$ cat src/kpe_pkg.sv
// Shared types and constants of the key data PMKID extractor.
package kpe_pkg;

  // Parse phase of the element walker.
  typedef enum logic [1:0] {
    PH_TYPE   = 2'd0,
    PH_LENGTH = 2'd1,
    PH_BODY   = 2'd2
  } phase_e;

  // Configuration register indexes.
  localparam logic [1:0] CfgKdeType       = 2'd0;
  localparam logic [1:0] CfgKdeOui        = 2'd1;
  localparam logic [1:0] CfgPmkidDataType = 2'd2;

  // Configuration reset values.
  localparam logic [7:0]  KdeTypeReset       = 8'hDD;
  localparam logic [23:0] KdeOuiReset        = 24'h000FAC;
  localparam logic [7:0]  PmkidDataTypeReset = 8'h04;

  // Element layout.
  localparam logic [7:0] MinKdeLen    = 8'd20;
  localparam logic [7:0] PosOuiHi     = 8'd0;
  localparam logic [7:0] PosOuiMid    = 8'd1;
  localparam logic [7:0] PosOuiLo     = 8'd2;
  localparam logic [7:0] PosDataType  = 8'd3;
  localparam logic [7:0] PmkidFirst   = 8'd4;
  localparam logic [7:0] PmkidSecond  = 8'd12;
  localparam logic [7:0] PmkidEnd     = 8'd20;

  localparam logic [11:0] CountMax = 12'd4095;

  // Queue between parser and output stage.
  localparam int unsigned QueueDepth = 4;
  localparam int unsigned QPtrW      = $clog2(QueueDepth);

  // Outcome of one parsed byte: a PMKID, a summary, or both.
  typedef struct packed {
    logic        pmkid_valid;
    logic        summary_valid;
    logic [63:0] upper;
    logic [63:0] lower;
    logic [11:0] count;
    logic        truncated;
  } q_entry_t;

endpackage

$ cat src/kpe_front.sv
// Byte parser: configuration registers, element walker and PMKID capture.
module kpe_front (
  input  logic                clk_i,
  input  logic                rst_ni,
  input  logic                cfg_valid_i,
  output logic                cfg_ready_o,
  input  logic [1:0]          cfg_index_i,
  input  logic [23:0]         cfg_data_i,
  input  logic                in_valid_i,
  output logic                in_ready_o,
  input  logic [7:0]          data_byte_i,
  input  logic                last_byte_i,
  input  logic                key_data_encrypted_i,
  input  logic                q_full_i,
  output logic                push_o,
  output kpe_pkg::q_entry_t   entry_o
);

  logic [7:0]  kde_type_q;
  logic [23:0] kde_oui_q;
  logic [7:0]  pmkid_type_q;

  kpe_pkg::phase_e phase_q, phase_d;
  logic [7:0]  etype_q, etype_d;
  logic [7:0]  len_q, len_d;
  logic [7:0]  pos_q, pos_d;
  logic        hm_q, hm_d;
  logic [63:0] store_hi_q, store_hi_d;
  logic [63:0] store_lo_q, store_lo_d;
  logic [11:0] cnt_q, cnt_d;

  logic        accept;
  logic [8:0]  pos_inc;
  logic        body_done;
  logic        hm_next;
  logic        complete;
  logic        pmkid_hit;

  assign cfg_ready_o = 1'b1;
  assign in_ready_o  = ~q_full_i;
  assign accept      = in_valid_i & ~q_full_i;
  assign pos_inc     = {1'b0, pos_q} + 9'd1;
  assign body_done   = pos_inc >= {1'b0, len_q};

  always_ff @(posedge clk_i or negedge rst_ni) begin
    if (!rst_ni) begin
      kde_type_q   <= kpe_pkg::KdeTypeReset;
      kde_oui_q    <= kpe_pkg::KdeOuiReset;
      pmkid_type_q <= kpe_pkg::PmkidDataTypeReset;
    end else if (cfg_valid_i) begin
      case (cfg_index_i)
        kpe_pkg::CfgKdeType:       kde_type_q   <= cfg_data_i[7:0];
        kpe_pkg::CfgKdeOui:        kde_oui_q    <= cfg_data_i;
        kpe_pkg::CfgPmkidDataType: pmkid_type_q <= cfg_data_i[7:0];
        default: ;
      endcase
    end
  end

  // Next phase.
  always_comb begin
    phase_d = phase_q;
    case (phase_q)
      kpe_pkg::PH_TYPE:   phase_d = kpe_pkg::PH_LENGTH;
      kpe_pkg::PH_LENGTH: phase_d = (data_byte_i == 8'd0) ? kpe_pkg::PH_TYPE
                                                          : kpe_pkg::PH_BODY;
      kpe_pkg::PH_BODY:   phase_d = body_done ? kpe_pkg::PH_TYPE : kpe_pkg::PH_BODY;
      default:            phase_d = kpe_pkg::PH_TYPE;
    endcase
    if (last_byte_i) begin
      phase_d = kpe_pkg::PH_TYPE;
    end
  end

  // Element fields, header match, PMKID capture and the queue entry.
  always_comb begin
    etype_d    = etype_q;
    len_d      = len_q;
    pos_d      = pos_q;
    hm_d       = hm_q;
    hm_next    = hm_q;
    store_hi_d = store_hi_q;
    store_lo_d = store_lo_q;
    complete   = 1'b0;
    pmkid_hit  = 1'b0;
    case (phase_q)
      kpe_pkg::PH_TYPE: begin
        etype_d  = data_byte_i;
        complete = 1'b1;
      end
      kpe_pkg::PH_LENGTH: begin
        len_d    = data_byte_i;
        pos_d    = 8'd0;
        hm_d     = (etype_q == kde_type_q) && (data_byte_i >= kpe_pkg::MinKdeLen);
        complete = (data_byte_i == 8'd0);
      end
      kpe_pkg::PH_BODY: begin
        case (pos_q)
          kpe_pkg::PosOuiHi:    hm_next = hm_q && (data_byte_i == kde_oui_q[23:16]);
          kpe_pkg::PosOuiMid:   hm_next = hm_q && (data_byte_i == kde_oui_q[15:8]);
          kpe_pkg::PosOuiLo:    hm_next = hm_q && (data_byte_i == kde_oui_q[7:0]);
          kpe_pkg::PosDataType: hm_next = hm_q && (data_byte_i == pmkid_type_q);
          default: begin
            hm_next = hm_q;
            if (hm_q && (pos_q < kpe_pkg::PmkidEnd)) begin
              if (pos_q < kpe_pkg::PmkidSecond) begin
                store_hi_d = {store_hi_q[55:0], data_byte_i};
              end else begin
                store_lo_d = {store_lo_q[55:0], data_byte_i};
              end
            end
          end
        endcase
        pos_d = pos_inc[7:0];
        if (body_done) begin
          complete  = 1'b1;
          pmkid_hit = hm_next && !key_data_encrypted_i;
          hm_d      = 1'b0;
        end else begin
          hm_d = hm_next;
        end
      end
      default: ;
    endcase

    cnt_d = (pmkid_hit && (cnt_q != kpe_pkg::CountMax)) ? cnt_q + 12'd1 : cnt_q;

    entry_o.pmkid_valid   = pmkid_hit;
    entry_o.summary_valid = last_byte_i;
    entry_o.upper         = store_hi_d;
    entry_o.lower         = store_lo_d;
    entry_o.count         = (last_byte_i && key_data_encrypted_i) ? 12'd0 : cnt_d;
    entry_o.truncated     = last_byte_i && !key_data_encrypted_i && !complete;

    if (last_byte_i) begin
      etype_d = 8'd0;
      len_d   = 8'd0;
      pos_d   = 8'd0;
      hm_d    = 1'b0;
      cnt_d   = 12'd0;
    end
  end

  assign push_o = accept && (pmkid_hit || last_byte_i);

  always_ff @(posedge clk_i or negedge rst_ni) begin
    if (!rst_ni) begin
      phase_q <= kpe_pkg::PH_TYPE;
      etype_q <= 8'd0;
      len_q   <= 8'd0;
      pos_q   <= 8'd0;
      hm_q    <= 1'b0;
      cnt_q   <= 12'd0;
    end else if (accept) begin
      phase_q <= phase_d;
      etype_q <= etype_d;
      len_q   <= len_d;
      pos_q   <= pos_d;
      hm_q    <= hm_d;
      cnt_q   <= cnt_d;
    end
  end

  always_ff @(posedge clk_i) begin
    if (accept) begin
      store_hi_q <= store_hi_d;
      store_lo_q <= store_lo_d;
    end
  end

endmodule

$ cat src/kpe_queue.sv
// Small FIFO of parse outcomes between the parser and the output stage.
module kpe_queue (
  input  logic               clk_i,
  input  logic               rst_ni,
  input  logic               push_i,
  input  kpe_pkg::q_entry_t  entry_i,
  output logic               full_o,
  output logic               valid_o,
  output kpe_pkg::q_entry_t  head_o,
  input  logic               pop_i
);

  kpe_pkg::q_entry_t          mem_q [kpe_pkg::QueueDepth];
  logic [kpe_pkg::QPtrW-1:0]  wr_ptr_q, rd_ptr_q;
  logic [kpe_pkg::QPtrW:0]    cnt_q, cnt_d;
  logic                       do_push, do_pop;

  assign full_o  = (cnt_q == ($bits(cnt_q))'(kpe_pkg::QueueDepth));
  assign valid_o = (cnt_q != '0);
  assign head_o  = mem_q[rd_ptr_q];
  assign do_push = push_i && !full_o;
  assign do_pop  = pop_i && valid_o;

  always_comb begin
    cnt_d = cnt_q;
    if (do_push && !do_pop) begin
      cnt_d = cnt_q + 1'b1;
    end else if (do_pop && !do_push) begin
      cnt_d = cnt_q - 1'b1;
    end
  end

  always_ff @(posedge clk_i or negedge rst_ni) begin
    if (!rst_ni) begin
      wr_ptr_q <= '0;
      rd_ptr_q <= '0;
      cnt_q    <= '0;
    end else begin
      if (do_push) begin
        wr_ptr_q <= wr_ptr_q + 1'b1;
      end
      if (do_pop) begin
        rd_ptr_q <= rd_ptr_q + 1'b1;
      end
      cnt_q <= cnt_d;
    end
  end

  always_ff @(posedge clk_i) begin
    if (do_push) begin
      mem_q[wr_ptr_q] <= entry_i;
    end
  end

endmodule

$ cat src/kpe_back.sv
// Output stage: turns each queued outcome into one or two result requests.
module kpe_back (
  input  logic               clk_i,
  input  logic               rst_ni,
  input  logic               q_valid_i,
  input  kpe_pkg::q_entry_t  q_head_i,
  output logic               pop_o,
  output logic               out_valid_o,
  input  logic               out_ready_i,
  output logic               result_kind_o,
  output logic [63:0]        pmkid_upper_o,
  output logic [63:0]        pmkid_lower_o,
  output logic [11:0]        pmkid_count_o,
  output logic               truncated_o
);

  logic        pv_q, pv_d;
  logic        sv_q, sv_d;
  logic [63:0] upper_q, lower_q;
  logic [11:0] count_q;
  logic        trunc_q;
  logic        take, slot_free;

  assign out_valid_o = pv_q | sv_q;
  assign take        = out_valid_o & out_ready_i;
  // The slot frees when empty or when its only remaining result leaves.
  assign slot_free   = !out_valid_o || (take && !(pv_q && sv_q));
  assign pop_o       = slot_free && q_valid_i;

  always_comb begin
    pv_d = pv_q;
    sv_d = sv_q;
    if (pop_o) begin
      pv_d = q_head_i.pmkid_valid;
      sv_d = q_head_i.summary_valid;
    end else if (take) begin
      if (pv_q) begin
        pv_d = 1'b0;
      end else begin
        sv_d = 1'b0;
      end
    end else if (slot_free) begin
      pv_d = 1'b0;
      sv_d = 1'b0;
    end
  end

  always_ff @(posedge clk_i or negedge rst_ni) begin
    if (!rst_ni) begin
      pv_q <= 1'b0;
      sv_q <= 1'b0;
    end else begin
      pv_q <= pv_d;
      sv_q <= sv_d;
    end
  end

  always_ff @(posedge clk_i) begin
    if (pop_o) begin
      upper_q <= q_head_i.upper;
      lower_q <= q_head_i.lower;
      count_q <= q_head_i.count;
      trunc_q <= q_head_i.truncated;
    end
  end

  assign result_kind_o = ~pv_q;
  assign pmkid_upper_o = pv_q ? upper_q : 64'd0;
  assign pmkid_lower_o = pv_q ? lower_q : 64'd0;
  assign pmkid_count_o = count_q;
  assign truncated_o   = pv_q ? 1'b0 : trunc_q;

endmodule

$ cat src/kde_pmkid_extractor.sv
// Top level of the EAPOL-Key key data PMKID extractor.
//
// Key data enters one byte per request on the input channel, with last_byte
// marking the final byte of a buffer and key_data_encrypted suppressing
// PMKID reports. Each request on the output channel is either a PMKID
// (result_kind 0, sixteen bytes split over pmkid_upper and pmkid_lower) or
// the end-of-buffer summary (result_kind 1) with the saturating PMKID count
// and the truncation flag. A byte that completes a PMKID element and also
// ends the buffer yields the PMKID request first, then the summary.
// The parser takes one byte per cycle while the outcome queue is not full.
// A result passes from the byte that causes it into the four-entry outcome
// queue and then into the output register. A byte that yields two results
// holds the output register for two accepted requests. When the receiver
// stalls, the queue absorbs outcomes and in_ready_o drops only once the
// queue is full. Reset clears the parser and output state and restores the
// register defaults (type 0xDD, OUI 00-0F-AC, data type 4). Configuration
// writes are always accepted and take effect in the next cycle.
module kde_pmkid_extractor (
  input  logic        clk_i,
  input  logic        rst_ni,
  input  logic        cfg_valid_i,
  output logic        cfg_ready_o,
  input  logic [1:0]  cfg_index_i,
  input  logic [23:0] cfg_data_i,
  input  logic        in_valid_i,
  output logic        in_ready_o,
  input  logic [7:0]  data_byte_i,
  input  logic        last_byte_i,
  input  logic        key_data_encrypted_i,
  output logic        out_valid_o,
  input  logic        out_ready_i,
  output logic        result_kind_o,
  output logic [63:0] pmkid_upper_o,
  output logic [63:0] pmkid_lower_o,
  output logic [11:0] pmkid_count_o,
  output logic        truncated_o
);

  // Parser to queue.
  logic              push;
  kpe_pkg::q_entry_t entry;
  logic              q_full;

  // Queue to output stage.
  logic              q_valid;
  kpe_pkg::q_entry_t q_head;
  logic              pop;

  kpe_front u_front (
    .clk_i                (clk_i),
    .rst_ni               (rst_ni),
    .cfg_valid_i          (cfg_valid_i),
    .cfg_ready_o          (cfg_ready_o),
    .cfg_index_i          (cfg_index_i),
    .cfg_data_i           (cfg_data_i),
    .in_valid_i           (in_valid_i),
    .in_ready_o           (in_ready_o),
    .data_byte_i          (data_byte_i),
    .last_byte_i          (last_byte_i),
    .key_data_encrypted_i (key_data_encrypted_i),
    .q_full_i             (q_full),
    .push_o               (push),
    .entry_o              (entry)
  );

  kpe_queue u_queue (
    .clk_i   (clk_i),
    .rst_ni  (rst_ni),
    .push_i  (push),
    .entry_i (entry),
    .full_o  (q_full),
    .valid_o (q_valid),
    .head_o  (q_head),
    .pop_i   (pop)
  );

  kpe_back u_back (
    .clk_i         (clk_i),
    .rst_ni        (rst_ni),
    .q_valid_i     (q_valid),
    .q_head_i      (q_head),
    .pop_o         (pop),
    .out_valid_o   (out_valid_o),
    .out_ready_i   (out_ready_i),
    .result_kind_o (result_kind_o),
    .pmkid_upper_o (pmkid_upper_o),
    .pmkid_lower_o (pmkid_lower_o),
    .pmkid_count_o (pmkid_count_o),
    .truncated_o   (truncated_o)
  );

`ifndef NO_ASSERTIONS
  // The parser never pushes an outcome into a full queue.
  a_no_overflow: assert property (@(posedge clk_i) disable iff (!rst_ni)
    push |-> !q_full)
    else $error("outcome pushed into a full queue");

  // A reported PMKID is counted and never flagged as truncated.
  a_pmkid_counted: assert property (@(posedge clk_i) disable iff (!rst_ni)
    (out_valid_o && !result_kind_o) |-> (pmkid_count_o != 12'd0 && !truncated_o))
    else $error("PMKID result with zero count or truncation flag");

  // A PMKID that is taken while its summary waits is followed by the summary.
  a_summary_follows: assert property (@(posedge clk_i) disable iff (!rst_ni)
    (out_valid_o && out_ready_i && !result_kind_o && u_back.sv_q)
      |=> (out_valid_o && result_kind_o))
    else $error("summary lost after a PMKID on the last byte");
`endif

endmodule
$ cat config.mk
export PLATFORM = sky130hd
export DESIGN_NAME = kde_pmkid_extractor
export DESIGN_NICKNAME = d
export VERILOG_FILES = /design/src/kpe_pkg.sv /design/src/kpe_front.sv /design/src/kpe_queue.sv /design/src/kpe_back.sv /design/src/kde_pmkid_extractor.sv
export SDC_FILE = /design/constraint.sdc
export NUM_CORES = 1
export LEC_CHECK = 0
export ABC_AREA = 1
export BUFFER_PORTS_ARGS = -buffer_cell sky130_fd_sc_hd__buf_2
export CORE_AREA = 5 5 280 392
export CTS_BUF_LIST = sky130_fd_sc_hd__clkbuf_16
export DETAILED_ROUTE_END_ITERATION = 10
export DIE_AREA = 0 0 285 397
export HOLD_SLACK_MARGIN = 0.12
export SYNTH_ARGS = -nofsm -noshare
export SYNTH_HDL_FRONTEND = slang
export SYNTH_SLANG_ARGS = --single-unit
export TNS_END_PERCENT = 30
$ cat constraint.sdc
create_clock -name clk_i -period 29.7 [get_ports clk_i]
set_input_delay 4.455 -clock clk_i [delete_from_list [all_inputs] [get_ports clk_i]]
set_output_delay 4.455 -clock clk_i [all_outputs]
set_load 0.01 [all_outputs]
## After elaboration in Yosys (flattened, before gate mapping)

Memories as Yosys holds them, arrays and structs flattened.
Index checks and enable logic that the tools add are counted.

| storage, ports and cells | value |
|---|---|
| bits in registers | 357 |
| bits in writable memories | 572 |
| input port bits | 41 |
| output and inout port bits | 145 |
| word-level logic and storage cells | 140 |
| memories | 1 |

| operators by class | value |
|---|---|
| add/sub/neg operators | 6 |
| $lt $le $gt $ge | 4 |
| equality and inequality tests | 15 |
| multiplexer cells | 43 |
| bitwise logic cells | 5 |
| reduce and logical (&&, ||, !) cells | 46 |

Memories:

| memory | depth | bits a word | read ports | clocked after memory_dff | write ports | RTL line | text |
|---|---|---|---|---|---|---|---|
| u_queue.mem_q | 4 | 143 | 1 | 0 | 1 | kpe_queue.sv:13 | `kpe_pkg::q_entry_t mem_q [kpe_pkg::QueueDepth];` |

Operators by type and width:

| operator | count |
|---|---|
| 2-to-1 mux 64 bit | 10 |
| equality test 8 bit | 5 |
| 2-to-1 mux 8 bit | 5 |
| 2-to-1 mux 12 bit | 3 |
| logical AND 1 bit | 19 |
| equality test 8 x 2 -> 1 bit (second input constant) | 2 |
| logical NOT 8 bit | 2 |
| one-hot mux 8 bit (2 select lines) | 1 |
| 2-to-1 mux 1 bit | 15 |
| AND reduction 2 bit | 7 |
| adder 12 x 1 -> 12 bit (second input constant) | 1 |
| inequality test 12 bit (second input constant) | 1 |
| adder 8 x 1 -> 9 bit (second input constant) | 1 |
| >= comparator 9 x 8 -> 1 bit | 1 |
| nonzero test 3 bit | 3 |
| equality test 8 x 1 -> 1 bit (second input constant) | 1 |
| >= comparator 8 x 5 -> 1 bit (second input constant) | 1 |
| less-than comparator 8 x 4 -> 1 bit (second input constant) | 1 |
| less-than comparator 8 x 5 -> 1 bit (second input constant) | 1 |
| logical NOT 1 bit | 7 |
| 2-to-1 mux 2 bit | 3 |
| 2-to-1 mux 3 bit | 2 |
| one-hot mux 2 bit (3 select lines) | 1 |
| nonzero test 2 bit | 3 |
| 16 further kinds | 23 |

## Longest topological paths before layout

| depth | value |
|---|---|
| depth after elaboration | 14 |
| mapped depth | 25 |
| depth with buffers taken out | 25 |

## Hierarchy

A second synthesis with hierarchy kept.

| second synthesis, totals | value |
|---|---|
| cell total of the unflattened synthesis | 3,204 |
| area total of the unflattened synthesis | 38,884.8 um^2 |

Modules (own cells, without submodules):

| module | times used | cells an instance | area an instance (um^2) | sequential area each (um^2) |
|---|---|---|---|---|
| kpe_queue | 1 | 1,728 | 23,373.7 | 17,351.6 |
| kpe_front | 1 | 1,045 | 9,980.8 | 5,839.4 |
| kpe_back | 1 | 431 | 5,530.3 | 4,284.1 |

## Least setup slack after synthesis

OpenSTA, ideal clock, no wires.

| timing | value |
|---|---|
| path kind | input -> register |
| start point | input port out_ready_i |
| end point | register u_queue.cnt_q[1] in the netlist's numbering |
| setup time | 0.125 ns |
| data arrival time | 16.371 ns |
| data required time | 29.575 ns |
| slack | 13.204 ns |
| cell stages on the path | 7 |
| buffers on the path | 0 |
| cells stage by stage | nor2_1 > nor3_1 > inv_1 > ha_1 > inv_1 > fa_1 > mux2_2 |

| between the ends | value |
|---|---|
| longest elaborated chain between the ends | 8 |
| elaborated cells between the ends (all ways) | 10 |
| those cells by class | 1 x mux; 1 x bitwise; 8 x reduce/logical |

RTL lines:

| element | RTL line | text |
|---|---|---|
| start, declared | kde_pmkid_extractor.sv:31 | `input logic out_ready_i,` |
| AND 1 bit | kpe_back.sv:25 | `assign take = out_valid_o & out_ready_i;` |
| logical AND 1 bit | kpe_back.sv:27 | `assign slot_free = !out_valid_o \|\| (take && !(pv_q && sv_q));` |
| logical OR 1 bit | kpe_back.sv:27 |  |
| logical AND 1 bit | kpe_back.sv:28 | `assign pop_o = slot_free && q_valid_i;` |
| via pop | kde_pmkid_extractor.sv:47 | `logic pop;` |
| logical AND 1 bit | kpe_queue.sv:22 | `assign do_pop = pop_i && valid_o;` |
| logical NOT 1 bit | kpe_queue.sv:26 | `if (do_push && !do_pop) begin` |
| logical AND 1 bit | kpe_queue.sv:26 |  |
| 2-to-1 mux 3 bit | kpe_queue.sv:26 |  |
| via u_queue.cnt_d (one bit) | kpe_queue.sv:15 | `logic [kpe_pkg::QPtrW:0] cnt_q, cnt_d;` |
| end signal, assigned | kpe_queue.sv:45 | `cnt_q <= cnt_d;` |
| end, declared | kpe_queue.sv:15 |  |

The timed path passes the listed nets, and every way through them passes these cells.
A chain may end at the register's enable or synchronous reset.

## Final worst setup path

| timing | value |
|---|---|
| start point | input port data_byte_i[4] |
| end point | memory u_queue.mem_q[1][31] in the netlist's numbering, enable pin |

| between the ends | value |
|---|---|
| longest elaborated chain between the ends | 12 |
| elaborated cells between the ends (all ways) | 18 |
| those cells by class | 4 x eq/ne; 6 x mux; 8 x reduce/logical |

RTL lines:

| element | RTL line | text |
|---|---|---|
| start, declared | kde_pmkid_extractor.sv:27 | `input logic [7:0] data_byte_i,` |
| equality test 8 bit, on equally long branches | -- |  |
| logical AND 1 bit, on equally long branches | -- |  |
| one-hot mux 1 bit (4 select lines) (*) | kpe_front.sv:98 | `case (pos_q)` |
| 2-to-1 mux 1 bit (*) | kpe_front.sv:86 | `case (phase_q)` |
| logical AND 1 bit (*) | kpe_front.sv:117 | `pmkid_hit = hm_next && !key_data_encrypted_i;` |
| 2-to-1 mux 1 bit (*) | kpe_front.sv:115 | `if (body_done) begin` |
| 2-to-1 mux 1 bit (*) | kpe_front.sv:86 |  |
| logical OR 1 bit (*) | kpe_front.sv:144 | `assign push_o = accept && (pmkid_hit \|\| last_byte_i);` |
| logical AND 1 bit (*) | kpe_front.sv:144 |  |
| logical AND 1 bit (*) | kpe_queue.sv:21 | `assign do_push = push_i && !full_o;` |
| 2-to-1 mux 1 bit (*) | kpe_queue.sv:50 | `if (do_push) begin` |
| 2-to-1 mux 1 bit (not written as such) (*) | kpe_queue.sv:51 | `mem_q[wr_ptr_q] <= entry_i;` |
| end, declared | kpe_queue.sv:13 |  |

Mark *: on every way between the ends. The rest lies on a longest branch, timed or not. The select of a mux whose other input is x is not followed.

==> metrics.yaml <==
synth_area_leaders: "sky130_fd_sc_hd__edfxtp_1 (69%), sky130_fd_sc_hd__o21ai_0 (5.1%), sky130_fd_sc_hd__dfrtp_1 (5.0%)"
tritoncts: "done"
worst_setup_path_end_kind: "flip-flop"
grt_first_pass_wirelength_um: 131000
synthToLayoutAreaGrowth_pct: 13.61
final.setup.tns_ns: 0
leakagePower_nw: 16.08
first_global_vias: 21440
crit_type: "input pin to flip-flop"
place.port_buffers: 184
layout.cells.most_common_list: "sky130_fd_sc_hd__edfxtp_1 (841), sky130_fd_sc_hd__nor2_1 (386), sky130_fd_sc_hd__o21ai_0 (372)"
postSynthAreaPerCell_um2: 12.67
place_ws_ns: 21.42
maxSlewHeadroom_pct: 26.77
timing.final.crit_share_pct: 25.44
power.density_cell_area_nw_per_um2: 98.77
clock.fmax_ghz: 0.1323
setup.worst_path.start: "data_byte_i[4]"
clk_root_buffer_cell: "sky130_fd_sc_hd__clkbuf_16"
final_nets: 3112
layout-drive-gt1-share_pct: 13.21
fp-row-count: 142
fill_cells: 9899
yosysSeqAreaShare_pct: 74.70
cts-htree-levels: 3
cp.arrival_ns: 7.82
via_per_inst: 4.950
timing.hold.worst.start: "u_front.kde_oui_q[4]$_DFFE_PN0P_"
most_frequent_standard_cell_in_the_layout_excluding_fill_and_tap_cells: "sky130_fd_sc_hd__edfxtp_1"
max_cap_violations: 0
post-cts-setup-buffers: 0
floorplan.io_pins: 186
cell_variety_after_synth: 46
cts_num_sinks: 929
hpwl_um: 52250
final_max_slew_viol_count: 0
detailroute.via_count: 22230
synth_top_cell_by_area: "sky130_fd_sc_hd__edfxtp_1"
required_ns: 29.96
avgRoutedWirePerCell_um: 19.24
drt-initial-drc-count: 1488
outcome: "finished clean"
finalHoldViolCount: 0
postSynthRegisterBits: 929
die_height_um: 397
cts-buffers-inserted: 89
post-synth-top-area-fraction_pct: 68.66
synth_enable_flop_cells: 841
critical_path_peak_fanout: 63
synth_warnings: 0
slew_worst_pin_ns: 1.098
drt_pre_antenna_iters: 5
rsz0062_at_grt: "false"
placed_cell_area_um2: 39030
floorplan.core_area_um2: 106100
pin_count_of_the_biggest_net_entering_global_routing: 180
global_route.overflow_total: 0
drc: 0
max-clock-path-buffers: 3
grt_antenna_before_repair: 5
rr_startpoint: "u_front.pos_q[1]$_DFFE_PN0P_"
clk_transition_reported_paths_ns: 0.06
synth_top_flop_cell: "sky130_fd_sc_hd__edfxtp_1"
final_critical_path_setup_slack_ns: 22.14
ir_drop_mv: 0.09346
insertion_delay_ns: 0.66
dieWidth_um: 285
dieArea_um2: 113100
synth_area_um2: 36780
synth_async_sr_flop_share_pct: 9.473
setup-violations-final: 0
initial_util_pct: 34.68
number_of_gates_given_a_new_drive_strength_after_cts: 0
finalInstanceArea_um2: 41790
syn_nets: 2962
postCtsHoldBufs: 0
postRouteWirelength_um: 86400
hold_path_class: "flip-flop to flip-flop"
timing.clock.skew_ns: 0.02240
antenna_violating_nets_post_route: 0
syn-instance-count: 2902
finalCriticalPeriod_ns: 7.557
routabilityCongestion: 0.8858
grt_usage_pct: 14.81
post-layout-total-power_mw: 4.127
critPathLaunchType: "input pin"
==> layer usage <==
metal / track usage [%] / up-vias / wire, um
met1: 19.88 / 10940 / 37340
met2: 24.27 / 634 / 41370
met5: 0 / - / 25
met4: 5.639 / 4 / 2979
li1: - / 10500 / -
met3: 2.556 / 144 / 4676
==> registers in the layout, indices dropped and copies added, names as in the netlist, 8 cells and up <==
name	cells
u_queue.mem_q	572
u_back.lower_q	64
u_back.upper_q	64
u_front.store_hi_q	64
u_front.store_lo_q	64
u_front.kde_oui_q	24
u_back.pmkid_count_o	12
u_front.cnt_q	12
u_front.etype_q	8
u_front.kde_type_q	8
u_front.len_q	8
u_front.pmkid_type_q	8
u_front.pos_q	8
==> report_power, final <==
part / total [mW] / internal [mW] / switching [mW] / leakage [nW]
clock: 1.08 / 0.604 / 0.476 / 1.44
sequential: 1.96 / 1.83 / 0.135 / 8.90
combinational: 1.08 / 0.297 / 0.786 / 5.75
==> final timing paths <==
kind                                                     to  slack, ns  depth (start not counted)
max                          u_queue.mem_q[1][31]$_DFFE_PP_      22.14                         13
min                        u_front.kde_oui_q[4]$_DFFE_PN0P_       0.48                          2
max reg2reg                  u_queue.mem_q[1][31]$_DFFE_PP_      24.68                         19
min reg2reg                u_front.kde_oui_q[4]$_DFFE_PN0P_       0.48                          2
max in group asynchronous      u_front.pos_q[6]$_DFFE_PN0P_      24.78                          2
min in group asynchronous     u_front.cnt_q[11]$_DFFE_PN0P_       3.66                          1
==> cells by family (layout without fill, tap and decap cells) <==
kind of cell,count (synthesis),after routing,synth area share [%]
DFF,929,929,74.70
other,1,3,0.01020
adders and majority gates,19,19,0.6667
AOI/OAI and AO/OA,620,620,9.117
buffers and inverters,428,646,4.670
muxes,29,29,0.9695
xor gates and xnor gates,23,23,0.5477
and+or+nand+nor,853,853,9.321
==> area by class of cell <==
class | count | area [um^2] | share of cell area [%]
flip-flops and latches | 929 | 27490 | 65.78
inverters | 276 | 1054 | 2.521
well taps | 1368 | 1712 | 4.096
multi-input cells | 1545 | 7636 | 18.27
clock buffers | 92 | 2302 | 5.509
repair buffers | 211 | 1139 | 2.725
diodes | 2 | 5.005 | 0.01198
clock inverters | 67 | 452.9 | 1.084
==> through the flow <==
| step | hold slack (ns) | util [%] | instances |
|---|---|---|---|
| 6_report | 0.4825 | 39.40 | 4490 |
| 5_1_grt | 0.5151 | 39.39 | 4488 |
| 4_1_cts | 0.4855 | 39.39 | 4488 |
| 3_5_place_dp | 0.4733 | 36.79 | 4329 |
| 3_3_place_gp | 0.4662 | 36.79 | 4329 |
| 2_1_floorplan | 0.4514 | - | 2902 |
==> critical path, cell delays in order <==
cell                      delay [ns]
sky130_fd_sc_hd__buf_2          0.14
sky130_fd_sc_hd__inv_1          0.19
sky130_fd_sc_hd__nand4_1        0.12
sky130_fd_sc_hd__nand2_1        0.08
sky130_fd_sc_hd__nand2_1        0.05
sky130_fd_sc_hd__nor2_1         0.09
sky130_fd_sc_hd__nand2_1        0.13
sky130_fd_sc_hd__a21oi_4        0.37
sky130_fd_sc_hd__nand2_2        0.12
sky130_fd_sc_hd__nand2_2        0.11
sky130_fd_sc_hd__nand2_2        0.18
sky130_fd_sc_hd__nor2_4         0.79
sky130_fd_sc_hd__buf_4          0.94
==> synthesized netlist by cell type, types with 5 or more instances <==
master                     count
sky130_fd_sc_hd__nor2_1      390
sky130_fd_sc_hd__nand4_1      18
sky130_fd_sc_hd__clkbuf_1    131
sky130_fd_sc_hd__buf_6        13
sky130_fd_sc_hd__mux2_4        8
sky130_fd_sc_hd__nand3_1      57
sky130_fd_sc_hd__xor2_1       20
sky130_fd_sc_hd__edfxtp_1    841
sky130_fd_sc_hd__nand2_1     358
sky130_fd_sc_hd__mux2_2       21
sky130_fd_sc_hd__o21ai_1      19
sky130_fd_sc_hd__dfstp_2      15
sky130_fd_sc_hd__ha_1         18
sky130_fd_sc_hd__nor3_1        8
sky130_fd_sc_hd__inv_1       270
sky130_fd_sc_hd__o21ai_0     372
sky130_fd_sc_hd__o22ai_1     150
sky130_fd_sc_hd__o21ai_2       6
sky130_fd_sc_hd__nand2_2       5
sky130_fd_sc_hd__a21oi_1      64
sky130_fd_sc_hd__dfrtp_1      73
Note: power is estimated with default switching activity, not from simulation.
